--- src/design/lbfs_pkg.sv ---
// Shared types, codes and the channel order table for the LED bit-plane frame store.
// Used by the configuration, datapath and top modules; it depends on nothing else.
package lbfs_pkg;

  // Layout of one pixel row: three output slots of eight bit planes each.
  localparam int NUM_SLOTS  = 3;
  localparam int NUM_PLANES = 8;
  localparam int WORDS_PER_PIXEL = NUM_SLOTS * NUM_PLANES;

  // Item operations.
  typedef enum logic [1:0] {
    MODE_WRITE = 2'd0,
    MODE_READ  = 2'd1,
    MODE_SHOW  = 2'd2,
    MODE_PLANE = 2'd3
  } mode_t;

  // Configuration register indexes.
  typedef enum logic [1:0] {
    CFG_STRING_COUNT  = 2'd0,
    CFG_PIXEL_COUNT   = 2'd1,
    CFG_CHANNEL_ORDER = 2'd2,
    CFG_BOARD_COUNT   = 2'd3
  } cfg_index_t;

  // Channel orders; the two unused codes behave as GRB.
  typedef enum logic [2:0] {
    ORD_GRB = 3'd0,
    ORD_RGB = 3'd1,
    ORD_BGR = 3'd2,
    ORD_RBG = 3'd3,
    ORD_GBR = 3'd4,
    ORD_BRG = 3'd5
  } order_t;

  // Color components of the RGB input word.
  localparam logic [1:0] COMP_RED   = 2'd0;
  localparam logic [1:0] COMP_GREEN = 2'd1;
  localparam logic [1:0] COMP_BLUE  = 2'd2;

  // Channel slot used by the plane read that holds no data.
  localparam logic [1:0] SLOT_NONE = 2'd3;

  // Reset values of the configuration registers.
  localparam logic [5:0] STRING_COUNT_RST  = 6'd32;
  localparam logic [9:0] PIXEL_COUNT_RST   = 10'd512;
  localparam logic [2:0] CHANNEL_ORDER_RST = 3'd0;
  localparam logic [7:0] BOARD_COUNT_RST   = 8'd1;

  // Current configuration as seen by the datapath.
  typedef struct packed {
    logic [5:0] string_count;
    logic [9:0] pixel_count;
    logic [2:0] channel_order;
    logic [7:0] board_count;
  } cfg_t;

  // Sequencer states.
  typedef enum logic [1:0] {
    ST_CLEAR,
    ST_IDLE,
    ST_ACCESS
  } state_t;

  // Component held by each slot, packed as {slot 2, slot 1, slot 0}.
  function automatic logic [5:0] slot_sources(input logic [2:0] order);
    logic [5:0] src;
    case (order)
      ORD_RGB: src = {COMP_BLUE,  COMP_GREEN, COMP_RED};
      ORD_BGR: src = {COMP_RED,   COMP_GREEN, COMP_BLUE};
      ORD_RBG: src = {COMP_GREEN, COMP_BLUE,  COMP_RED};
      ORD_GBR: src = {COMP_RED,   COMP_BLUE,  COMP_GREEN};
      ORD_BRG: src = {COMP_GREEN, COMP_RED,   COMP_BLUE};
      default: src = {COMP_BLUE,  COMP_RED,   COMP_GREEN};
    endcase
    return src;
  endfunction

endpackage

--- src/design/lbfs_cfg_regs.sv ---
// Configuration registers of the LED bit-plane frame store.
// Depends on lbfs_pkg for the register indexes, reset values and cfg_t.
module lbfs_cfg_regs (
  input  logic                clk,
  input  logic                rst_n,
  input  logic                cfg_we,
  input  logic [1:0]          cfg_index,
  input  logic [9:0]          cfg_wdata,
  output lbfs_pkg::cfg_t      cfg
);

  lbfs_pkg::cfg_t cfg_r;

  // Decode the register index and capture the low bits of the write data.
  always_ff @(posedge clk) begin
    if (!rst_n) begin
      cfg_r.string_count  <= lbfs_pkg::STRING_COUNT_RST;
      cfg_r.pixel_count   <= lbfs_pkg::PIXEL_COUNT_RST;
      cfg_r.channel_order <= lbfs_pkg::CHANNEL_ORDER_RST;
      cfg_r.board_count   <= lbfs_pkg::BOARD_COUNT_RST;
    end else if (cfg_we) begin
      case (lbfs_pkg::cfg_index_t'(cfg_index))
        lbfs_pkg::CFG_STRING_COUNT:  cfg_r.string_count  <= cfg_wdata[5:0];
        lbfs_pkg::CFG_PIXEL_COUNT:   cfg_r.pixel_count   <= cfg_wdata[9:0];
        lbfs_pkg::CFG_CHANNEL_ORDER: cfg_r.channel_order <= cfg_wdata[2:0];
        lbfs_pkg::CFG_BOARD_COUNT:   cfg_r.board_count   <= cfg_wdata[7:0];
        default: ;
      endcase
    end
  end

  assign cfg = cfg_r;

endmodule

--- config.mk ---
export PLATFORM = sky130hd
export DESIGN_NAME = lbfs_cfg_regs
export DESIGN_NICKNAME = d
export VERILOG_FILES = /design/src/design/lbfs_pkg.sv /design/src/design/lbfs_cfg_regs.sv
export SDC_FILE = /design/constraint.sdc
export NUM_CORES = 1
export LEC_CHECK = 0
export ABC_AREA = 1
export BUFFER_PORTS_ARGS = -buffer_cell sky130_fd_sc_hd__buf_2
export CELL_PAD_IN_SITES_DETAIL_PLACEMENT = 0
export CELL_PAD_IN_SITES_GLOBAL_PLACEMENT = 1
export CORE_UTILIZATION = 37
export CTS_BUF_LIST = sky130_fd_sc_hd__clkbuf_8
export DETAILED_ROUTE_END_ITERATION = 8
export PLACE_DENSITY = 0.88
export REMOVE_ABC_BUFFERS = 1
export SLEW_MARGIN = 30
export SYNTH_ARGS = -nofsm -noshare
export SYNTH_HDL_FRONTEND = slang
export SYNTH_SLANG_ARGS = --single-unit
--- constraint.sdc ---
create_clock -name clk -period 3.2 [get_ports clk]
set_clock_uncertainty 0.2 [all_clocks]
set_input_delay 0.48 -clock clk [delete_from_list [all_inputs] [get_ports clk]]
set_output_delay 0.48 -clock clk [all_outputs]
set_load 0.005 [all_outputs]
==> After elaboration in Yosys (flattened, before gate mapping) <==
Cells that the tools add are included.
{ "classes": {"addsub": 0, "multipliers": 0, "n_div": 0, "magnitude_cmp": 0, "eq_ne": 3, "shift": 0, "mux": 0, "bitwise_logic": 0, "n_reduce_logical": 5} }
{ "op_table": {"columns": ["cell", "n"], "rows": [
  ["AND reduction 2 bit", 4],
  ["equality test 2 bit, second input constant", 2],
  ["equality test 2 x 1 -> 1 bit, second input constant", 1],
  ["logical NOT 2 bit", 1]
]} }
{ "word_totals": {"regBits": 27, "latch_bits": 0, "ram_bits": 0, "rom_bits": 0, "inputBits": 15, "output_inout_bits": 27, "n_memories": 0} }

==> Logic depth before layout (Yosys ltp) <==
Gate-level depths: netlist of run 1.
{ "depth": {"ltp_word": 2, "depth_mapped": 6, "depth_no_buf": 5} }

==> Worst setup path before layout of run 1 <==
Ideal clock, no wire load.
{ "synth_timing": {"kind": "input -> register", "start": "input cfg_we", "end": "register cfg_r, in the netlist cfg[11]", "arrival_time_ps": 1062, "required_ps": 2887, "path_slack_ps": 1825, "cell_stages": 5, "n_path_buf": 2, "cell_sequence": "buf_2 nand3_4 buf_6 nor2_1 nor2_1"} }
{ "synth_via": {"elab_chain_cells": 1} }
{ "synth_lines": {"columns": ["item", "line_no", "text"], "rows": [
  ["start: declaration", "lbfs_cfg_regs.sv:6", "input logic cfg_we,"],
  ["AND reduction 2 bit (no line)", null, null],
  ["end: declaration", "lbfs_cfg_regs.sv:12", "lbfs_pkg::cfg_t cfg_r;"]
]} }
Every way passes these cells.
A chain may end at the register's enable or synchronous reset.

==> Worst setup path in the final report of run 1 <==
{ "layout_timing": {"start": "input cfg_index[0]", "end": "register cfg_r, in the netlist cfg[22]"} }
{ "layout_via": {"elab_chain_cells": 2} }
{ "layout_lines": {"columns": ["item", "line_no", "text"], "rows": [
  ["start: declaration", "lbfs_cfg_regs.sv:7", "input logic [1:0] cfg_index,"],
  ["logical NOT 2 bit", "lbfs_cfg_regs.sv:22", "case (lbfs_pkg::cfg_index_t'(cfg_index))"],
  ["AND reduction 2 bit (no line)", null, null]
]} }
Every way passes these cells.

==> metrics list, run 1 <==
- At the end of routability-driven placement, the weighted congestion stood at 0.736.
- Cell count after synthesis: 171
* Arrival time at the worst endpoint: 1.55 ns
- Number of buffers inserted during clock tree synthesis: 3
- Synthesized flop and latch total: 27
* Register-to-register setup slack: 2.34 ns
- In this run the standard cell core region covers 2850 sq um.
* Floorplan die height: 58.0 microns
- Sequential cells burn 56.8% of the power.
- Vias in the first global route: 915
- Initial antenna violation count: 0
- For this block, the routed nets add up to 2460 microns of wire.
* Setup Fix Bufs, Post-CTS: 0
- The critical path in this run is classified as in -> reg.
- Clock transition at path regs: 0.09 ns
- Total DRC errors in the routed layout: 2
- Worst IR Drop VDD: 255 uV
- CTS built an H-tree with a depth of 1.
- Derived from the worst setup path, the maximum achievable clock frequency is 634 MHz.
- The number of gates resized after CTS was 0.
* Total track usage: 15.7%
- Share of the cycle needed by the critical path after routing: 49.3%
- Post-detail-place hpwl: 1730 microns
- Average vias per placed instance: 4.47
* CTS Root Buffer Type: sky130_fd_sc_hd__clkbuf_8
* Startpoint types: input port
* Total power: 0.637 mW
- For the pin with the worst max-slew slack, the measured transition is 0.761 ns.
- Worst Hold Depth: 3
* Share of total power in combinational logic: 13.5%
- Sum of negative setup slack: 0 ns
- Relative to the synthesized area, the layout overhead comes to 19.9%.
- Startpoint of the lowest-slack register-to-register path: cfg[9]
- Worst reg-to-reg path cell count: 4
- Count of boundary I/O pins: 42
- Remaining antenna violation count after routing: 0
- Finish-stage setup viols: 0
- Detailed routing inserted a total of 1069 vias.
- Detailed router's first-iteration violation count: 33
* Post-synth top area share: 46.6%
- Ordered cell list for the critical path: buf_2 -> nor2_1 -> nand3_1 -> nand2_1 -> nor2_1
* Max-slew violations: 0
- Slew HR: 49.1%
* Fraction of power spent switching nets: 25.4%
- On the critical path, the stage with the largest delay is an instance of sky130_fd_sc_hd__nor2_1.
- Max-cap violation count: 0
* Number of buffers inserted by port buffering: 41
- For this run, the leading register cell type out of synthesis is sky130_fd_sc_hd__dfxtp_1.
- The min-delay analysis places its worst path in the category in -> reg.
* Pleak: 0.814 nW
- Buffers inserted to repair hold after CTS numbered 0.
* Synth area leader: sky130_fd_sc_hd__dfxtp_1
- The total overflow left after global routing is 0.
* Std-Cell Rows: 19
- Worst hold path startpoint: cfg_wdata[8]
* Synth async-reset ratio: 0%
- Max reg flops: 27
* CP top delay family: simple AND/OR/NAND/NOR gates
- Cell-internal power: 0.475 mW
- CP endpoint kind: flip-flop
* Post-synth EDFFs: 0
* Required time worst endpoint: 3.17 ns
* Antenna Diode Count: 0
* Synth top cells by count: sky130_fd_sc_hd__nand2_1, sky130_fd_sc_hd__nor2_1, sky130_fd_sc_hd__dfxtp_1
* Post-route non-filler standard cell count: 239
- The run finished, with violations left.
- WP buf/inv: 1
- The clock reaches the later pin of the worst-skew pair after 0.27 ns.
- Power density of the placed cells: 457 nW/um^2
- Of the synthesized area, sequential elements account for 46.6%.
- The final reports fail on DRC.
* Cell types with the largest area share after synthesis: sky130_fd_sc_hd__dfxtp_1, sky130_fd_sc_hd__nand2_1, sky130_fd_sc_hd__nor2_1, sky130_fd_sc_hd__inv_1, sky130_fd_sc_hd__nand3_1
- Initial core utilization: 40.7%
- First-pass detailed-route iteration total: 6
- The layout has 288 filler cells.
- RSZ-0062 raised after global routing: no
- The clock network is responsible for 29.6% of the overall power.
- Number of failing hold endpoints at the final stage: 0
* Placed cell count: 235
* Number of sinks driven by the clock tree: 27
- Average routed wire per standard cell: 10.3 microns
- Synthesis instantiated 12 different standard cells from the library.
- By instance count, the leading cell after synthesis is sky130_fd_sc_hd__nand2_1.
- Net count of the finished layout: 224
* TritonCTS clock tree: yes
* Worst hold endpoint: cfg[19]
* Post-synthesis cell area: 1160 sq um
- The die covers 3370 sq um.
- Share of post-route cells with drive strength above 1: 22.6%
- The die is 58.0 microns wide.
- The smallest clock period supported by the final layout is computed as 1.58 ns.
- After synthesis, the mean cell area works out to 6.79 sq um.
- The clock passes through at most 2 buffers.
* Endpoint of the most critical register-to-register path: cfg[9]
* Dominant cell type by count on the critical path: sky130_fd_sc_hd__nor2_1
- During synthesis, Yosys emitted a total of 0 warnings.
- On the worst path, the slowest cell contributes a delay of 0.60 ns.
* Critical-path maximum fanout: 12
* Wire length of the first global-routing pass: 4000 microns
- Switching power: 0.162 mW
- Pin count of the biggest net entering global routing: 28
[layout by cell type (no fill, tap or decap), drive strengths merged]
cell and count:
a21oi 5, clkbuf 3, nand4 2, dfxtp 27, nand2 47, nor2 44, inv 26, buf 41
nand3 12, clkinv 1
[through the flow]
| stage | cell area [sq um] | hold WS (ns) | utilization (%) | setup slack, ns |
|---|---|---|---|---|
| 2_1_floorplan | 1100 | 0.251 | - | 1.78 |
| 3_3_place_gp | 1350 | 0.241 | 47.2 | 1.50 |
| 3_5_place_dp | 1350 | 0.248 | 47.2 | 1.38 |
| 4_1_cts | 1390 | 0.233 | 48.8 | 1.65 |
| 5_1_grt | 1390 | 0.261 | 48.8 | 1.54 |
| 6_report | 1390 | 0.239 | 48.8 | 1.62 |
[worst max path at each step]
| stage | from | end | slack, ns | depth (start not counted) |
|---|---|---|---|---|
| floorplan | cfg_index[1] | cfg[21] | 1.78 | 4 |
| finish | cfg_index[0] | cfg[22] | 1.62 | 5 |
| global route | cfg_index[0] | cfg[22] | 1.54 | 5 |
| detailed placement | cfg_index[0] | cfg[22] | 1.38 | 5 |
| CTS | cfg_index[0] | cfg[22] | 1.65 | 5 |
| global placement | cfg_index[0] | cfg[21] | 1.50 | 5 |
[cell families after synthesis]
group / after synthesis / share of synthesized area, %
compound gates: 5 / 2.15
buf+inv: 34 / 13.5
flops: 27 / 46.6
simple gates: 105 / 37.8
[worst min-delay path: stages]
cell	delay, ns
sky130_fd_sc_hd__buf_2	0.08
sky130_fd_sc_hd__nor2_1	0.04
sky130_fd_sc_hd__nor2_1	0.08
[routing by layer]
layer | vias to the layer above | track usage [%] | share of wire [%]
met4 | 0 | 6.12 | 0.33
met5 | - | 0 | 0
met1 | 461 | 19.4 | 46
li1 | 574 | - | -
met3 | 2 | 3.35 | 5.5
met2 | 32 | 26.8 | 48
[layout make-up]
cell class / count / area (sq um) / area share [%]
inverter: 26 / 97.6 / 7.01
clock buffer: 3 / 41.3 / 2.96
tap: 31 / 38.8 / 2.79
clock inverter: 1 / 5.00 / 0.359
timing repair buffer: 41 / 205 / 14.7
sequential: 27 / 541 / 38.8
multi-input combinational: 110 / 464 / 33.3
[power by group through the flow]
stage	clock network [mW]	logic [mW]	registers, mW
floorplan	0	0.0389	0.371
global placement	0	0.0838	0.369
detailed placement	0	0.0873	0.370
CTS	0.199	0.0875	0.362
global route	0.212	0.0994	0.364
finish	0.189	0.0862	0.362
(Power assumes the default switching activity.)
==> run 2: changes to the inputs <==
- ABC_AREA: 1 -> 0
- CORE_UTILIZATION: 37 -> 36
- PLACE_DENSITY: 0.88 -> 0.82
- clock period: 3.2 -> 1.6 ns (I/O delays scaled with it)
==> run 2 against run 1 <==
  * The run now ends clean
  * Die area fell by 7.6%
  * Global-route usage fell by 0.67 points
  * Wire length down 7.4%
  * Sequential cell count unchanged
  * Cell count fell by 26%
  * Combinational power is 52% higher
  * Total power increased by 93%
  * Hold slack worse by 0.22 ns
  * Register-to-register slack got worse by 1.6 ns
  * Critical endpoint is now cfg[26]
  * Largest cell class unchanged
  * Largest power group unchanged
  * Highest routed layer unchanged
==> metrics list, run 2 <==
- Most instantiated flip-flop cell in the synthesis netlist: sky130_fd_sc_hd__dfxtp_1
- The switching component of the power came to 0.294 mW (+82%).
* Synth area leader: sky130_fd_sc_hd__dfxtp_1
* Syn Area/Cell: 9.91 sq um (+46%)
- Synth top cells by count: sky130_fd_sc_hd__nand2_1, sky130_fd_sc_hd__dfxtp_1, sky130_fd_sc_hd__mux2i_1
- The basic-gate share of the synthesized area counting and, or, nand and nor cells is 17.8% (-20 points).
* CP endpoint kind: output port
* Clk pwr share: 31.7% (+2.1 points)
* Last weighted congestion value of the routability-driven placer: 0.690 (-6.3%)
- Total power: 1.23 mW (+93%)
- Worst slack on hold paths: 0.0169 ns (-0.222 ns)
* Placed cell count: 174 (-26%)
* Post-route non-filler standard cell count: 178 (-26%)
- Based on the critical path, the design can be clocked at up to 840 MHz.
* Share of synthesized cell area in full adder, half adder and majority cells: 0% (unchanged)
- Setup Fix Bufs, Post-CTS: 0 (unchanged)
- Finish-stage setup viols: 0 (unchanged)
* Post-synth top area share: 51.9% (+5.4 points)
* Slew HR: 77.1% (+28 points)
* Startpoint types: flip-flop
- The die outline area was 3110 sq um (-7.6%).
- The path class of the tightest hold or removal check is in -> reg.
- Wire length of the first global-routing pass: 3780 microns (-5.4%)
- Top library cells by usage in the layout, fill and taps aside: sky130_fd_sc_hd__buf_2, sky130_fd_sc_hd__nand2_1, sky130_fd_sc_hd__dfxtp_1
- The total clock buffers created by CTS came to 3 (unchanged).
* Worst IR Drop VDD: 531 uV (+110%)
- The starting density of the core came to 37.7% (-3.0 points).
- Count of boundary I/O pins: 42 (unchanged)
* Stages on the worst setup path: 1 (-4)
- The total congestion overflow is 0 (unchanged).
- The number of vias after detailed routing was 857 (-20%).
- The initial antenna violation count was 0 (unchanged).
- Number of H-tree levels: 1 (unchanged)
- The half-perimeter wire length of the detailed placement result came to 1730 microns (about the same).
* Power density of the placed cells: 921 nW/um^2 (+100%)
- The biggest cell delay along the critical path was 0.36 ns (-0.24 ns).
- The number of optimization iterations in the first detailed-route pass is 4 (-2).
- Area delta synth->final: 28.4%
- The post-synthesis instance area is 1040 sq um (-10%).
- CP top delay family: flip-flops
- After synthesis, the largest family of logic cells by area is multiplexers.
- The pin count of the biggest net entering global routing was 20 (-29%).
- Sequential power share: 57.6% (+0.8 points)
- The via-per-instance ratio is 4.81 (+7.6%).
* Max-slew violations: 0 (unchanged)
- The maximum fanout encountered on the critical timing path was 2 (-10).
* Commonest non-fill, non-tap cell in the layout: sky130_fd_sc_hd__buf_2
- The flip-flop and latch count after synthesis is 27 (unchanged).
- Detailed router's first-iteration violation count: 16 (-52%)
- The hold-critical path depth was 3 (unchanged).
- The share of synthesized area spent on multiplexers came to 23.1% (+23 points).
- Fraction of power spent switching nets: 23.9% (-1.5 points)
* Required time worst endpoint: 1.16 ns (-2.01 ns)
- The critical path goes through buf_2.
- The count of endpoints failing hold in the final timing report came to 0 (unchanged).
- The width of the die is 55.8 microns (-3.9%).
- Core region area: 2760 sq um (-3.3%)
- Share of post-route cells with drive strength above 1: 33.3% (+11 points)
* Cell count after synthesis: 105 (-39%)
- By instance count, the leading cell after synthesis is sky130_fd_sc_hd__nand2_1.
- Arrival time at the worst endpoint: 0.75 ns (-0.80 ns)
* Pleak: 0.697 nW (-14%)
* Number of buffers inserted by port buffering: 41 (unchanged)
- Clock transition at path regs: 0.09 ns (about the same)
- Portion of the post-synthesis area used by sequential elements: 51.9% (+5.4 points)
* Yosys synthesis warning count: 0 (unchanged)
- Slowest cell on the critical path: sky130_fd_sc_hd__dfxtp_1
* Remaining antenna violation count after routing: 0 (unchanged)
- Worst reg-to-reg path cell count: 1 (-3)
- Total Routed Length: 2280 microns (-7.4%)
- The number of gates resized after cts came to 0 (unchanged).
* Synth async-reset ratio: 0% (unchanged)
- The flip-flop count of the largest register after layout was 27 (unchanged).
- Cell types with the largest area share after synthesis: sky130_fd_sc_hd__dfxtp_1, sky130_fd_sc_hd__mux2i_1, sky130_fd_sc_hd__nand2_1, sky130_fd_sc_hd__o211ai_1, sky130_fd_sc_hd__buf_6
* Net count of the finished layout: 163 (-27%)
- The clock latency on the worst-skew pair is 0.27 ns (about the same).
- The max-cap violation count was 0 (unchanged).
- The number of synthesized flops with an enable pin was 0 (unchanged).
- Status: finished clean
- Share of total power in combinational logic: 10.7% (-2.8 points)
* Total DRC errors in the routed layout: 0 (-2)
* Share of the cycle needed by the critical path after routing: 74.4%
* Hold buffer count at CTS: 0 (unchanged)
- The measured slew at the worst slew-check pin came to 0.344 ns (-0.417 ns).
* Post-synthesis share of cell area spent on xor and xnor gates: 0% (unchanged)
- The post-synthesis compound-gate area fraction was 2.28% (+0.13 points).
- Floorplan die height: 55.8 microns (-3.9%)
- Post-synth cell types: 18 (+6)
- TritonCTS clock tree: yes
* Kind of critical path: reg -> out
- Cell-internal power: 0.937 mW (+97%)
* CTS Buffer Depth: 2 (unchanged)
- Vias in the first global route: 840 (-8.2%)
* Antenna Diode Count: 0 (unchanged)
* WP buf/inv: 1 (unchanged)
- Register-to-register setup slack: 0.71 ns (-1.63 ns)
- Sum of negative setup slack: 0 ns (unchanged)
- Setup repair after global routing left no endpoint under its margin.
- The total routing usage reported by global routing is 15.1% (-0.67 points).
- The cell sitting at the root of the clock tree is a sky130_fd_sc_hd__clkbuf_8.
- The TritonCTS sink count is 27 (unchanged).
- After layout, the minimum clock period comes to 1.19 ns.
* Std-Cell Rows: 19 (unchanged)
- The average wire length per cell after detail routing came to 12.8 microns (+24%).
==> run 2: cell type report <==
cell class	count	area, sq um
clock buffers	3	41.3
fillers	264	1420
flip-flops and latches	27	541
well taps	31	38.8
clock inverters	1	7.51
multi-input cells	68	449
inverters	3	11.3
repair buffers	45	248
==> run 2: path summary, 6_finish.rpt <==
check,endpoint,start
min reg2reg,cfg[6],cfg[6]
min,cfg[19],cfg_wdata[8]
max,cfg[26],cfg[26]
max reg2reg,cfg[26],cfg[26]
==> run 2: through the flow <==
step / cell area, sq um / utilization [%] / setup slack (ns)
after floorplan: 1000 / - / 0.230
after global placement: 1290 / 46.7 / 0.223
after detailed placement: 1290 / 46.7 / 0.199
after CTS: 1340 / 48.5 / 0.403
after global routing: 1340 / 48.5 / 0.373
final: 1340 / 48.5 / 0.409
==> run 2: power groups by stage <==
stage | Combinational (mW) | Sequential (mW) | Clock (mW)
floorplan | 0.0501 | 0.726 | 0
global placement | 0.129 | 0.723 | 0
detailed placement | 0.133 | 0.724 | 0
CTS | 0.133 | 0.709 | 0.402
global route | 0.145 | 0.712 | 0.421
finish | 0.131 | 0.709 | 0.390
==> run 2: cells by family (layout without fill, tap and decap cells) <==
kind of cell / Yosys count / count (layout)
buf+inv: 10 / 52
flops: 27 / 27
simple gates: 41 / 41
mux: 24 / 24
compound gates: 3 / 3
==> run 2: metal layers <==
layer | global-route usage (%) | up-vias | wire [microns]
met5 | 0 | - | 0
met4 | 5.36 | 0 | 27
met3 | 3.49 | 4 | 138
met2 | 25.5 | 23 | 1070
met1 | 18.7 | 399 | 1040
li1 | - | 431 | -
==> run 3: changes to the inputs <==
- clock period: 1.6 -> 1.12 ns (I/O delays scaled with it)
==> run 3 against run 2 <==
  * Core utilization rose by 7.0 points
  * First-iteration DRC count fell by 19%
  * Wire length rose by 2.8%
  * Clock-buffer cell count did not move
  * Register-to-register slack got worse by 0.47 ns
  * Worst setup slack got worse by 0.39 ns
  * Critical path depth did not move
  * Cell area rose by 15%
  * Combinational power rose by 79%
  * Clock power rose by 46%
  * Sequential power rose by 44%
==> metrics list, run 3 (synthesis gave the netlist of run 2 again) <==
- Traced cell by cell, the critical path runs through buf_2.
- The measured slew at the worst slew-check pin is 0.230 ns (-0.114 ns).
- Slew HR: 84.4% (+7.4 points)
* Post-detail-place hpwl: 1710 microns (-1.6%)
- CP endpoint kind: output port
* CTS Buffer Depth: 2 (unchanged)
* WP buf/inv: 1 (unchanged)
* Remaining antenna violation count after routing: 0 (unchanged)
- The proportion of layout cells with a drive suffix above 1 is 49.7% (+16 points).
- Status: finished clean
- CP max stage delay: 0.34 ns (-0.02 ns)
* Register-to-register setup slack: 0.24 ns (-0.47 ns)
* Switching power: 0.438 mW (+49%)
- The max-slew violation total from the final report is 0 (unchanged).
* Required time worst endpoint: 0.75 ns (-0.41 ns)
* Time the final worst path needs with I/O delays and setup: 1.10 ns
- Total track usage: 16.8% (+1.8 points)
- Average vias per placed instance: 4.80 (-0.37%)
- TritonCTS clock tree: yes
* Startpoint types: flip-flop
- The total power density per cell area came to 1190 nW/um^2 (+29%).
- The number of remaining DRC errors was 0 (unchanged).
- The count of antenna diodes in the layout is 0 (unchanged).
- Finish-stage setup viols: 0 (unchanged)
- Share of total power in combinational logic: 12.9% (+2.2 points)
- The layout net count was 177 (+8.6%).
- The number of input and output port buffers inserted was 41 (unchanged).
- The post-layout utilization of the core came to 55.5% (+7.0 points).
- Max reg flops: 27 (unchanged)
- CTS placed an instance of sky130_fd_sc_hd__clkbuf_8 at the clock tree root.
- The pin count of the biggest net entering global routing is 17 (-15%).
- Leaving out fill and tap cells, the most frequent cell in the layout is sky130_fd_sc_hd__buf_2.
- The die extent in y was 55.8 microns (unchanged).
* Number of H-tree levels: 1 (unchanged)
- Total die area: 3110 sq um (unchanged)
- The first-pass GRT wire length was 4130 microns (+9.1%).
- The slowest stage of the critical path belongs to the cell sky130_fd_sc_hd__dfxtp_1.
* Setup slack of the critical path after layout: 0.0228 ns (-0.387 ns)
* Number of buffers inserted during clock tree synthesis: 3 (unchanged)
- Broken down by cell family, the worst path's largest delay share belongs to flip-flops.
* RSZ-0062 raised after global routing: yes
- Share of the cycle needed by the critical path after routing: 98.0%
- The initial antenna violation count is 0 (unchanged).
- Die Span X: 55.8 microns (unchanged)
- The final standard cell count with taps included and fillers excluded was 192 (+7.9%).
- The area of the placeable core is 2760 sq um (unchanged).
- Number of sinks driven by the clock tree: 27 (unchanged)
- The starting density of the core was 37.7% (unchanged).
- First-pass detailed-route iteration total: 4 (unchanged)
- Top library cells by usage in the layout, fill and taps aside: sky130_fd_sc_hd__buf_2, sky130_fd_sc_hd__nand2_1, sky130_fd_sc_hd__dfxtp_2
- Worst IR Drop VDD: 1010 uV (+91%)
- The clock share of power is 31.2% (-0.5 points).
- The count of endpoints failing hold in the final timing report was 0 (unchanged).
- Fraction of power spent switching nets: 24.0% (+0.16 points)
- Max-cap violation count: 0 (unchanged)
* Vias post-DR: 921 (+7.5%)
- DP Area: 1350 sq um (+4.5%)
* Final std cell area, no fill: 1530 sq um (+15%)
- The tightest min-delay check is of the in -> reg type.
* Count of boundary I/O pins: 42 (unchanged)
- Std-Cell Rows: 19 (unchanged)
- The first-iteration detailed-routing DRC count was 13 (-3).
- The clock latency on the worst-skew pair is 0.27 ns (about the same).
* Vias in the first global route: 957 (+14%)
- Worst slack on hold paths: 0.0177 ns (+0.000865 ns)
- Cell-internal power: 1.39 mW (+48%)
- The part of the power in registers came to 55.9% (-1.7 points).
* Total power: 1.82 mW (+48%)
- Sum of negative setup slack: 0 ns (unchanged)
* Total congestion overflow: 0 (unchanged)
* Kind of critical path: reg -> out
* Placed cell count: 180 (+3.4%)
* Average routed wire per standard cell: 12.2 microns (-4.7%)
- Area delta synth->final: 47.0%
- Arrival time at the worst endpoint: 0.73 ns (-0.02 ns)
- The wire length after detailed routing is 2340 microns (+2.8%).
* Top achievable clock speed: 911 MHz
- The worst setup timing slack at the placement stage is -0.201 ns (-0.400 ns).
- The clock-pin slew on the worst setup and hold paths is 0.09 ns (about the same).
- Pleak: 0.779 nW (+12%)
- The maximum fanout encountered on the critical timing path was 2 (unchanged).
- The weighted congestion reported at the end of routability-driven placement came to 0.735 (+6.5%).
==> run 3: changes by cell type in the layout (fill, tap and decap cells not counted) <==
cell                            previous run  this run
sky130_fd_sc_hd__buf_12                    1         2
sky130_fd_sc_hd__buf_2                    41        37
sky130_fd_sc_hd__buf_4                     3         8
sky130_fd_sc_hd__buf_6                     0         4
sky130_fd_sc_hd__dfxtp_1                  27         2
sky130_fd_sc_hd__dfxtp_2                   0        25
sky130_fd_sc_hd__dlygate4sd3_1             0         8
==> run 3: power groups by stage <==
| stage | Combinational (mW) | Clock (mW) | Sequential (mW) |
|---|---|---|---|
| final | 0.235 | 0.569 | 1.02 |
| after detailed placement | 0.208 | 0 | 1.03 |
| after CTS | 0.230 | 0.580 | 1.01 |
| after global placement | 0.202 | 0 | 1.03 |
| after global routing | 0.259 | 0.622 | 1.02 |
| after floorplan | 0.0716 | 0 | 1.04 |
==> run 3: tightest hold or removal path, delay by kind of cell <==
kind,cells,cell delay [ns]
buffers and inverters,1,0.09
AND/OR/NAND/NOR,1,0.11
multiplexers,1,0.08
==> run 3: worst paths after layout <==
check,cells past startpoint,start,to
setup / recovery,1,cfg[17],cfg[17]
hold / removal,3,cfg_wdata[2],cfg[2]
setup reg to reg,1,cfg[26],cfg[26]
hold reg to reg,2,cfg[12],cfg[12]
==> run 3: final cells by class <==
class                   count  area [sq um]
inverters                   3          11.3
well taps                  31          38.8
fillers                   260          1230
flip-flops and latches     27           572
clock buffers               3          41.3
repair buffers             59           410
multi-input cells          68           449
clock inverters             1          7.51
==> run 3: per-layer routing <==
metal  up-vias  global-route usage, %  share of wire [%]
met5         -                      0                  0
met4         0                   6.43                1.5
met2        26                   29.6                 48
met3         5                   4.42                6.1
met1       429                   19.4                 44
li1        461                      -                  -
==> run 3: repair_timing <==
item / 4_1_cts / 5_1_grt
endpoints found under the setup margin: 1 / 24
gates resized for setup: 1 / 28
endpoints found under the hold margin: 12 / 0
hold buffers: 8 / 0
setup buffers: 0 / 0
